### src/rtl/gmb_fifo.sv
module gmb_fifo #(
    parameter int WIDTH = 1,
    parameter int DEPTH = 2
) (
    input  logic             clk,
    input  logic             rst_n,
    input  logic             push,
    input  logic [WIDTH-1:0] wdata,
    output logic             full,
    input  logic             pop,
    output logic [WIDTH-1:0] rdata,
    output logic             empty
);

    localparam int AW = (DEPTH > 1) ? $clog2(DEPTH) : 1;
    localparam int CW = $clog2(DEPTH + 1);

    logic [WIDTH-1:0] mem [DEPTH];
    logic [AW-1:0]    wr_ptr_reg;
    logic [AW-1:0]    rd_ptr_reg;
    logic [CW-1:0]    count_reg;
    logic             do_push;
    logic             do_pop;

    function automatic logic [AW-1:0] ptr_inc(input logic [AW-1:0] p);
        return (p == AW'(DEPTH - 1)) ? '0 : p + 1'b1;
    endfunction

    assign full    = (count_reg == CW'(DEPTH));
    assign empty   = (count_reg == '0);
    assign do_push = push && !full;
    assign do_pop  = pop && !empty;
    assign rdata   = mem[rd_ptr_reg];

    always_ff @(posedge clk or negedge rst_n)
    begin
        if (!rst_n)
        begin
            wr_ptr_reg <= '0;
            rd_ptr_reg <= '0;
            count_reg  <= '0;
        end
        else
        begin
            if (do_push)
            begin
                wr_ptr_reg <= ptr_inc(wr_ptr_reg);
            end
            if (do_pop)
            begin
                rd_ptr_reg <= ptr_inc(rd_ptr_reg);
            end
            case ({do_push, do_pop})
                2'b10:   count_reg <= count_reg + 1'b1;
                2'b01:   count_reg <= count_reg - 1'b1;
                default: count_reg <= count_reg;
            endcase
        end
    end

    always_ff @(posedge clk)
    begin
        if (do_push)
        begin
            mem[wr_ptr_reg] <= wdata;
        end
    end

endmodule

### config.mk
export PLATFORM = sky130hd
export DESIGN_NAME = gmb_fifo
export DESIGN_NICKNAME = d
export VERILOG_FILES = /design/src/rtl/gmb_fifo.sv
export SDC_FILE = /design/constraint.sdc
export NUM_CORES = 1
export LEC_CHECK = 0
export ABC_AREA = 1
export BUFFER_PORTS_ARGS = -buffer_cell sky130_fd_sc_hd__buf_2
export CAP_MARGIN = 0
export CORE_AREA = 2 2 39 41
export DETAILED_ROUTE_END_ITERATION = 8
export DIE_AREA = 0 0 41 43
export PLACE_DENSITY = 0.4
export SLEW_MARGIN = 20
export SYNTH_ARGS = -nofsm -noshare
export SYNTH_HDL_FRONTEND = slang
export SYNTH_SLANG_ARGS = --single-unit
### constraint.sdc
create_clock -name clk -period 4.1 [get_ports clk]
set_clock_uncertainty 0.05 [all_clocks]
set_input_delay 0.205 -clock clk [delete_from_list [all_inputs] [get_ports clk]]
set_output_delay 0.205 -clock clk [all_outputs]
set_load 0.02 [all_outputs]
==> impl_metrics.xml, run 1 <==
<?xml version="1.0" encoding="UTF-8"?>
<metrics>
  <group name="outcome">
    <metric name="status" unit="">finished clean</metric>
  </group>
  <group name="synthesis">
    <metric name="synthXorXnorAreaFrac" unit="">0.02800</metric>
    <metric name="yosys_register_bits" unit="">6</metric>
    <metric name="synthesis.area_per_instance" unit="um^2">8.232</metric>
    <metric name="synth_nets" unit="">44</metric>
    <metric name="synth_top_family_by_area" unit="">simple AND/OR/NAND/NOR gates</metric>
    <metric name="synth-seq-area-share" unit="">0.5120</metric>
    <metric name="synth_cells" unit="">38</metric>
    <metric name="post_synth_fa_ha_maj_area_fraction" unit="">0.04000</metric>
    <metric name="post_synth_main_area_contributors" unit="">dfrtp_1 32%, edfxtp_1 19%, nand2_1 13%, inv_1 11%, nand3_1 4.8%</metric>
    <metric name="post_synth_top_area_share" unit="">0.3200</metric>
    <metric name="synth_top_cell_by_area" unit="">dfrtp_1</metric>
    <metric name="post_synthesis_compound_gate_area_fraction" unit="">0.02800</metric>
    <metric name="yosysUniqueCellTypes" unit="">13</metric>
    <metric name="synth-simple-area-share" unit="">0.2720</metric>
    <metric name="synthMuxAreaShare" unit="">0</metric>
    <metric name="synthesis.area" unit="um^2">312.8</metric>
    <metric name="yosys_warnings" unit="">0</metric>
  </group>
  <group name="placed_design">
    <metric name="placed_cells" unit="">61</metric>
    <metric name="placed_cell_area" unit="um^2">367.9</metric>
    <metric name="gpl.final_weighted_congestion" unit="">0.6156</metric>
    <metric name="io_buffer_count" unit="">7</metric>
  </group>
  <group name="timing">
    <metric name="fin_worst_hold_slack" unit="ns">0.09819</metric>
    <metric name="setup_repair_after_global_routing_missed_its_margin" unit="">false</metric>
    <metric name="period_share" unit="">0.3518</metric>
    <metric name="max_slew_violation_count" unit="">0</metric>
    <metric name="finalCriticalPeriod" unit="ns">1.442</metric>
    <metric name="final_hold_viol_count" unit="">0</metric>
    <metric name="max_slew.worst_pin.slew" unit="ns">0.2345</metric>
    <metric name="fmaxAchievable" unit="GHz">0.6933</metric>
    <metric name="slew-limit-headroom" unit="">0.8436</metric>
    <metric name="setup-violations-final" unit="">0</metric>
    <metric name="setup_total_negative_slack" unit="ns">0</metric>
  </group>
  <group name="min_path">
    <metric name="min-delay-path-class" unit="">in2reg</metric>
  </group>
  <group name="grt">
    <metric name="first_pass_grt_wire_length" unit="um">931</metric>
    <metric name="groute.usage.overall" unit="">0.08198</metric>
    <metric name="first_global_vias" unit="">260</metric>
    <metric name="antenna_found_initial" unit="">0</metric>
    <metric name="grt_max_degree" unit="">6</metric>
    <metric name="grt_ovf" unit="">0</metric>
  </group>
  <group name="die">
    <metric name="die_x" unit="um">41</metric>
    <metric name="core_outline_area" unit="mm^2">0.001384</metric>
    <metric name="top_level_ports" unit="">8</metric>
    <metric name="fp.dieH" unit="um">43</metric>
    <metric name="die-area" unit="mm^2">0.001763</metric>
    <metric name="core.rowCount" unit="">14</metric>
    <metric name="starting_density_of_the_core" unit="">0.2260</metric>
  </group>
  <group name="clocking">
    <metric name="tritoncts_clock_tree" unit="">yes</metric>
    <metric name="cts_max_level" unit="">1</metric>
    <metric name="cts_inserted_buffers" unit="">3</metric>
    <metric name="clock-sinks" unit="">6</metric>
    <metric name="clock_insertion_delay_worst_skew" unit="ns">0.24</metric>
    <metric name="ctsRootBufferMaster" unit="">clkbuf_4</metric>
    <metric name="cts.reportedPaths.clkPinSlew" unit="ns">0.05</metric>
    <metric name="max-clock-path-buffers" unit="">2</metric>
  </group>
  <group name="worst_setup_path">
    <metric name="reg2reg_slack" unit="ns">2.66</metric>
    <metric name="cp-end-kind" unit="">flop</metric>
    <metric name="ff_to_ff_start" unit="">count_reg[1]</metric>
    <metric name="worst_setup_path_startpoint" unit="">count_reg[1]</metric>
    <metric name="critical_path_required" unit="ns">4.18</metric>
    <metric name="worstRegToRegCells" unit="">9</metric>
    <metric name="crit_fanout" unit="">4</metric>
    <metric name="worst_r2r_endpoint" unit="">count_reg[1]</metric>
    <metric name="timing.critical_path.from_type" unit="">flop</metric>
    <metric name="crit_end" unit="">count_reg[1]</metric>
    <metric name="worstSetupPathType" unit="">reg2reg</metric>
    <metric name="worst_ep_arrival_time" unit="ns">1.53</metric>
  </group>
  <group name="power">
    <metric name="peakVddDrop" unit="V">0.0003341</metric>
    <metric name="powerDensity" unit="mW/mm^2">764.3</metric>
    <metric name="p_leak" unit="nW">0.2278</metric>
  </group>
  <group name="route">
    <metric name="wl_per_cell" unit="um">8.333</metric>
    <metric name="via_per_inst" unit="">3.848</metric>
    <metric name="drcViolationCount" unit="">0</metric>
    <metric name="wirelength" unit="um">550</metric>
    <metric name="drt_first_pass_iters" unit="">1</metric>
    <metric name="dr.first_iter.drc_count" unit="">0</metric>
    <metric name="dr_total_vias" unit="">254</metric>
    <metric name="drtAntennaViolNets" unit="">0</metric>
  </group>
  <group name="cells_and_area">
    <metric name="layout.cell_area.non_filler" unit="um^2">404.1</metric>
    <metric name="mostFrequentLayoutCell" unit="">nand2_1</metric>
    <metric name="finalNonFillerCells" unit="">66</metric>
    <metric name="final_cell_mix" unit="">11 x nand2_1, 9 x inv_1, 7 x buf_2</metric>
    <metric name="final-seq-area" unit="um^2">160.2</metric>
    <metric name="num_antenna_cells" unit="">0</metric>
    <metric name="layout-area-overhead-vs-synth" unit="%">29.20</metric>
    <metric name="proportion_of_layout_cells_with_a_drive_suffix_above_1" unit="">0.3000</metric>
    <metric name="multi_input_area" unit="um^2">115.1</metric>
    <metric name="final_net_count" unit="">57</metric>
    <metric name="layout.filler_cells" unit="">162</metric>
  </group>
  <group name="job">
    <metric name="max_cap_violations" unit="">0</metric>
  </group>
</metrics>
==> worst min-delay path by stage <==
stage                from            to  slack, ns  depth (start not counted)
detailed placement  rst_n    rd_ptr_reg      -0.03                          1
finish              wdata        mem[0]        0.1                          1
global route        wdata        mem[1]        0.1                          1
CTS                 wdata        mem[0]       0.09                          1
global placement    rst_n    rd_ptr_reg      -0.03                          1
floorplan           rst_n  count_reg[0]      -0.14                          0
==> cell families after synthesis <==
family / after synthesis
AND/OR/NAND/NOR: 19
buffers and inverters: 10
flip-flops: 6
AO/OA/AOI/OAI: 1
XOR/XNOR: 1
adder cells (fa/ha/maj): 1
==> critical path, cell delays in order (launching register included) <==
cell and delay, ns:
dfrtp_1 0.37, inv_1 0.16, nand2_2 0.09, nand2_2 0.07, inv_1 0.04, ha_1 0.30
inv_1 0.08, nand3_1 0.07, nand2_1 0.06, nand2_1 0.05
==> what timing repair did <==
action,CTS,global route
resized for setup,0,0
endpoints found under the hold margin,4,0
hold buffers,1,0
setup buffers,0,0
==> per-stage QoR <==
step / utilization / worst slack (ns) / total power, mW
finish: 0.2920 / 2.658 / 0.3089
floorplan: - / 2.767 / 0.2148
detailed placement: 0.2658 / 2.651 / 0.2514
global route: 0.2920 / 2.574 / 0.3388
global placement: 0.2658 / 2.670 / 0.2508
CTS: 0.2920 / 2.639 / 0.3160
==> metal layers <==
metal	global-route usage	vias to the layer above	wire, um
met5	0	-	0
met4	0.08000	0	0
met3	0.01571	0	23
met2	0.1063	6	227
met1	0.1056	108	299
li1	-	140	-
==> power by group <==
group / internal, mW / switching, mW
Sequential: 0.0885 / 0.0189
Clock: 0.0370 / 0.0236
Combinational: 0.0524 / 0.0885
==> layout make-up <==
class,count,share of cell area
timing repair buffer,8,0.1115
sequential,6,0.3963
multi-input combinational,22,0.2848
tap,16,0.04954
inverter,10,0.09288
clock buffer,4,0.06502
==> synthesized netlist by cell type <==
library cell / count
o21ai_2: 1
nor2_2: 1
inv_1: 9
nor2_1: 1
nand3_1: 3
dfrtp_1: 4
edfxtp_1: 2
xnor2_1: 1
nand2_1: 11
ha_1: 1
inv_2: 1
nand4_1: 1
nand2_2: 2
(Power assumes the default switching activity.)
==> run 2, diff against run 1 <==
--- a/config.mk
+++ b/config.mk
@@ -11,7 +11,7 @@
 export CORE_AREA = 2 2 39 41
 export DETAILED_ROUTE_END_ITERATION = 8
 export DIE_AREA = 0 0 41 43
-export PLACE_DENSITY = 0.4
+export PLACE_DENSITY = 0.41
 export SLEW_MARGIN = 20
 export SYNTH_ARGS = -nofsm -noshare
 export SYNTH_HDL_FRONTEND = slang
==> constraint.sdc (replaced) <==
create_clock -name clk -period 1.2 [get_ports clk]
set_clock_uncertainty 0.05 [all_clocks]
set_input_delay 0.06 -clock clk [delete_from_list [all_inputs] [get_ports clk]]
set_output_delay 0.06 -clock clk [all_outputs]
set_load 0.02 [all_outputs]
==> run 2 against run 1 <==
  * The flow now finishes with violations (negative setup slack)
  * Worst setup slack worse by 2.7 ns
  * Flip-flop and latch count unchanged
  * Critical endpoint unchanged
  * Global-route usage increased by 0.51 points
  * Cell count up 14%
  * Die area unchanged
  * Total power grew to 4.4 times the previous value
  * Core utilization is 8.0 points higher
  * Register-to-register slack lost 2.7 ns
  * First-iteration DRC count up 2
  * Maximum frequency is 16% higher
  * Combinational power grew to 5.6 times the previous value
  * Design area up 27%
==> impl_metrics.xml, run 2 (synthesized netlist as in run 1, its figures left out) <==
<?xml version="1.0" encoding="UTF-8"?>
<metrics>
  <group name="clocking">
    <metric name="tritoncts_clock_tree" unit="">yes</metric>
    <metric name="cts_inserted_buffers" unit="">3</metric>
    <metric name="max-clock-path-buffers" unit="">2</metric>
    <metric name="cts.reportedPaths.clkPinSlew" unit="ns">0.05</metric>
    <metric name="ctsRootBufferMaster" unit="">clkbuf_4</metric>
    <metric name="clock-sinks" unit="">6</metric>
    <metric name="clock_insertion_delay_worst_skew" unit="ns">0.24</metric>
    <metric name="cts_max_level" unit="">1</metric>
  </group>
  <group name="placed_design">
    <metric name="gpl.final_weighted_congestion" unit="">0.7577</metric>
    <metric name="io_buffer_count" unit="">7</metric>
    <metric name="dp_hpwl" unit="um">464.9</metric>
  </group>
  <group name="timing">
    <metric name="setup-violations-final" unit="">2</metric>
    <metric name="finalCriticalPeriod" unit="ns">1.242</metric>
    <metric name="fmaxAchievable" unit="GHz">0.8050</metric>
    <metric name="setup_total_negative_slack" unit="ns">-0.08004</metric>
    <metric name="period_share" unit="">1.035</metric>
    <metric name="slew-limit-headroom" unit="">0.8669</metric>
    <metric name="worst_path_setup_slack_after_routing" unit="ns">-0.04221</metric>
    <metric name="setup_repair_after_global_routing_missed_its_margin" unit="">true</metric>
    <metric name="final_hold_viol_count" unit="">0</metric>
    <metric name="max_slew_violation_count" unit="">0</metric>
    <metric name="max_slew.worst_pin.slew" unit="ns">0.1996</metric>
  </group>
  <group name="die">
    <metric name="fp.dieH" unit="um">43</metric>
    <metric name="core_outline_area" unit="mm^2">0.001384</metric>
    <metric name="die_x" unit="um">41</metric>
    <metric name="top_level_ports" unit="">8</metric>
    <metric name="starting_density_of_the_core" unit="">0.2260</metric>
    <metric name="core.rowCount" unit="">14</metric>
    <metric name="die-area" unit="mm^2">0.001763</metric>
  </group>
  <group name="worst_setup_path">
    <metric name="cp-end-kind" unit="">flop</metric>
    <metric name="worstSetupPathType" unit="">reg2reg</metric>
    <metric name="timing.critical_path.from_type" unit="">flop</metric>
    <metric name="worst_ep_arrival_time" unit="ns">1.32</metric>
    <metric name="crit_fanout" unit="">4</metric>
    <metric name="critical_path_required" unit="ns">1.27</metric>
  </group>
  <group name="grt">
    <metric name="grt_ovf" unit="">0</metric>
    <metric name="groute.usage.overall" unit="">0.08713</metric>
    <metric name="grt_max_degree" unit="">5</metric>
    <metric name="first_global_vias" unit="">232</metric>
    <metric name="first_pass_grt_wire_length" unit="um">931</metric>
    <metric name="antenna_found_initial" unit="">0</metric>
  </group>
  <group name="outcome">
    <metric name="status" unit="">complete, but fails checks</metric>
    <metric name="failing_checks" unit="">negative setup slack</metric>
  </group>
  <group name="power">
    <metric name="netSwitchingPower" unit="uW">520.7</metric>
    <metric name="power.combinational.fraction" unit="">0.584</metric>
    <metric name="p_int" unit="uW">827.4</metric>
    <metric name="share_clk_of_total_power" unit="">0.146</metric>
    <metric name="p_sw_frac" unit="">0.3862</metric>
    <metric name="pwr-share-seq" unit="">0.270</metric>
    <metric name="p_leak" unit="nW">0.2694</metric>
    <metric name="peakVddDrop" unit="V">0.0009619</metric>
    <metric name="powerDensity" unit="mW/mm^2">2622</metric>
    <metric name="post-layout-total-power" unit="mW">1.348</metric>
  </group>
  <group name="route">
    <metric name="drt_first_pass_iters" unit="">3</metric>
    <metric name="dr.first_iter.drc_count" unit="">2</metric>
    <metric name="drtAntennaViolNets" unit="">0</metric>
    <metric name="dr_total_vias" unit="">295</metric>
    <metric name="via_per_inst" unit="">3.933</metric>
    <metric name="wl_per_cell" unit="um">8.200</metric>
    <metric name="wirelength" unit="um">615</metric>
    <metric name="drcViolationCount" unit="">0</metric>
  </group>
  <group name="job">
    <metric name="max_cap_violations" unit="">0</metric>
  </group>
  <group name="cells_and_area">
    <metric name="mostFrequentLayoutCell" unit="">nand2_1</metric>
    <metric name="final_cell_mix" unit="">11 x nand2_1, 7 x buf_4, 5 x inv_2, 5 x inv_1, 5 x buf_2</metric>
    <metric name="num_antenna_cells" unit="">0</metric>
    <metric name="layout-area-overhead-vs-synth" unit="%">64.40</metric>
    <metric name="layout.filler_cells" unit="">148</metric>
    <metric name="proportion_of_layout_cells_with_a_drive_suffix_above_1" unit="">0.5085</metric>
    <metric name="final_net_count" unit="">66</metric>
  </group>
  <group name="min_path">
    <metric name="min-delay-path-class" unit="">in2reg</metric>
  </group>
</metrics>
## run 2: cell count changes in the layout (fill, tap and decap cells not counted), sizes merged
cell,previous run,this run
dlygate4sd3,1,2
buf,7,15
## run 2: critical path: stages (launching register included)
cell and delay (ns):
dfrtp_2 0.42, inv_2 0.07, nand2_2 0.05, nand2_2 0.07
inv_2 0.04, ha_4 0.21, inv_2 0.05, nand3_1 0.07
nand2_1 0.06, nand2_1 0.04
## run 2: what timing repair did
| item | 4_1_cts | 5_1_grt |
|---|---|---|
| hold endpoints to repair | 6 | 0 |
| resized for setup | 3 | 6 |
| cloned | 0 | 0 |
| setup buffers | 1 | 2 |
| hold buffers | 2 | 0 |
| pin swaps | 2 | 2 |
| endpoints found under the setup margin | 3 | 5 |
## run 2: worst paths after layout
path,slack [ns],cells past startpoint,to,startpoint
worst min register to register,0.43,2,wr_ptr_reg,wr_ptr_reg
worst max register to register,-0.04,9,count_reg[1],count_reg[0]
worst min-delay path,0.04,3,rd_ptr_reg,pop
min in group asynchronous,0.10,2,rd_ptr_reg,rst_n
max in group asynchronous,0.86,2,count_reg[0],rst_n
worst max-delay path,-0.04,9,count_reg[1],count_reg[0]
## run 2: power by group through the flow
stage	clock (mW)	sequential [mW]	combinational [mW]
floorplan	0	0.362	0.410
global placement	0	0.366	0.635
detailed placement	0	0.364	0.636
CTS	0.208	0.362	0.690
global route	0.228	0.375	0.882
finish	0.197	0.364	0.787
## run 2: metal layers
metal  vias to the layer above  routed length [um]  track usage  part of all wire
li1                        159                   -            -                 -
met1                       128                 267      0.09603              0.43
met2                         8                 295       0.1125              0.48
met3                         0                  52      0.07853             0.085
met4                         0                   0      0.04000                 0
met5                         -                   0            0                 0
## run 2: final cells by class
class                   instances  area (um^2)  share of cell area
flip-flops and latches          6        161.4              0.3139
multi-input cells              22        137.6              0.2676
repair buffers                 17        131.4              0.2555
inverters                      10        37.54             0.07299
clock buffers                   4        26.28             0.05109
well taps                      16        20.02             0.03893
## run 2: metrics by stage
stage	hold slack (ns)	setup slack (ns)	std cells	cell area, um^2	utilization
3_3_place_gp	-0.1772	-0.05539	66	417.9	0.3020
5_1_grt	0.03814	-0.1292	75	514.2	0.3716
4_1_cts	0.03088	-0.06470	73	480.5	0.3472
3_5_place_dp	-0.1786	-0.05593	66	417.9	0.3020
6_report	0.03674	-0.04221	75	514.2	0.3716
2_1_floorplan	-0.2856	-0.03431	38	325.3	-
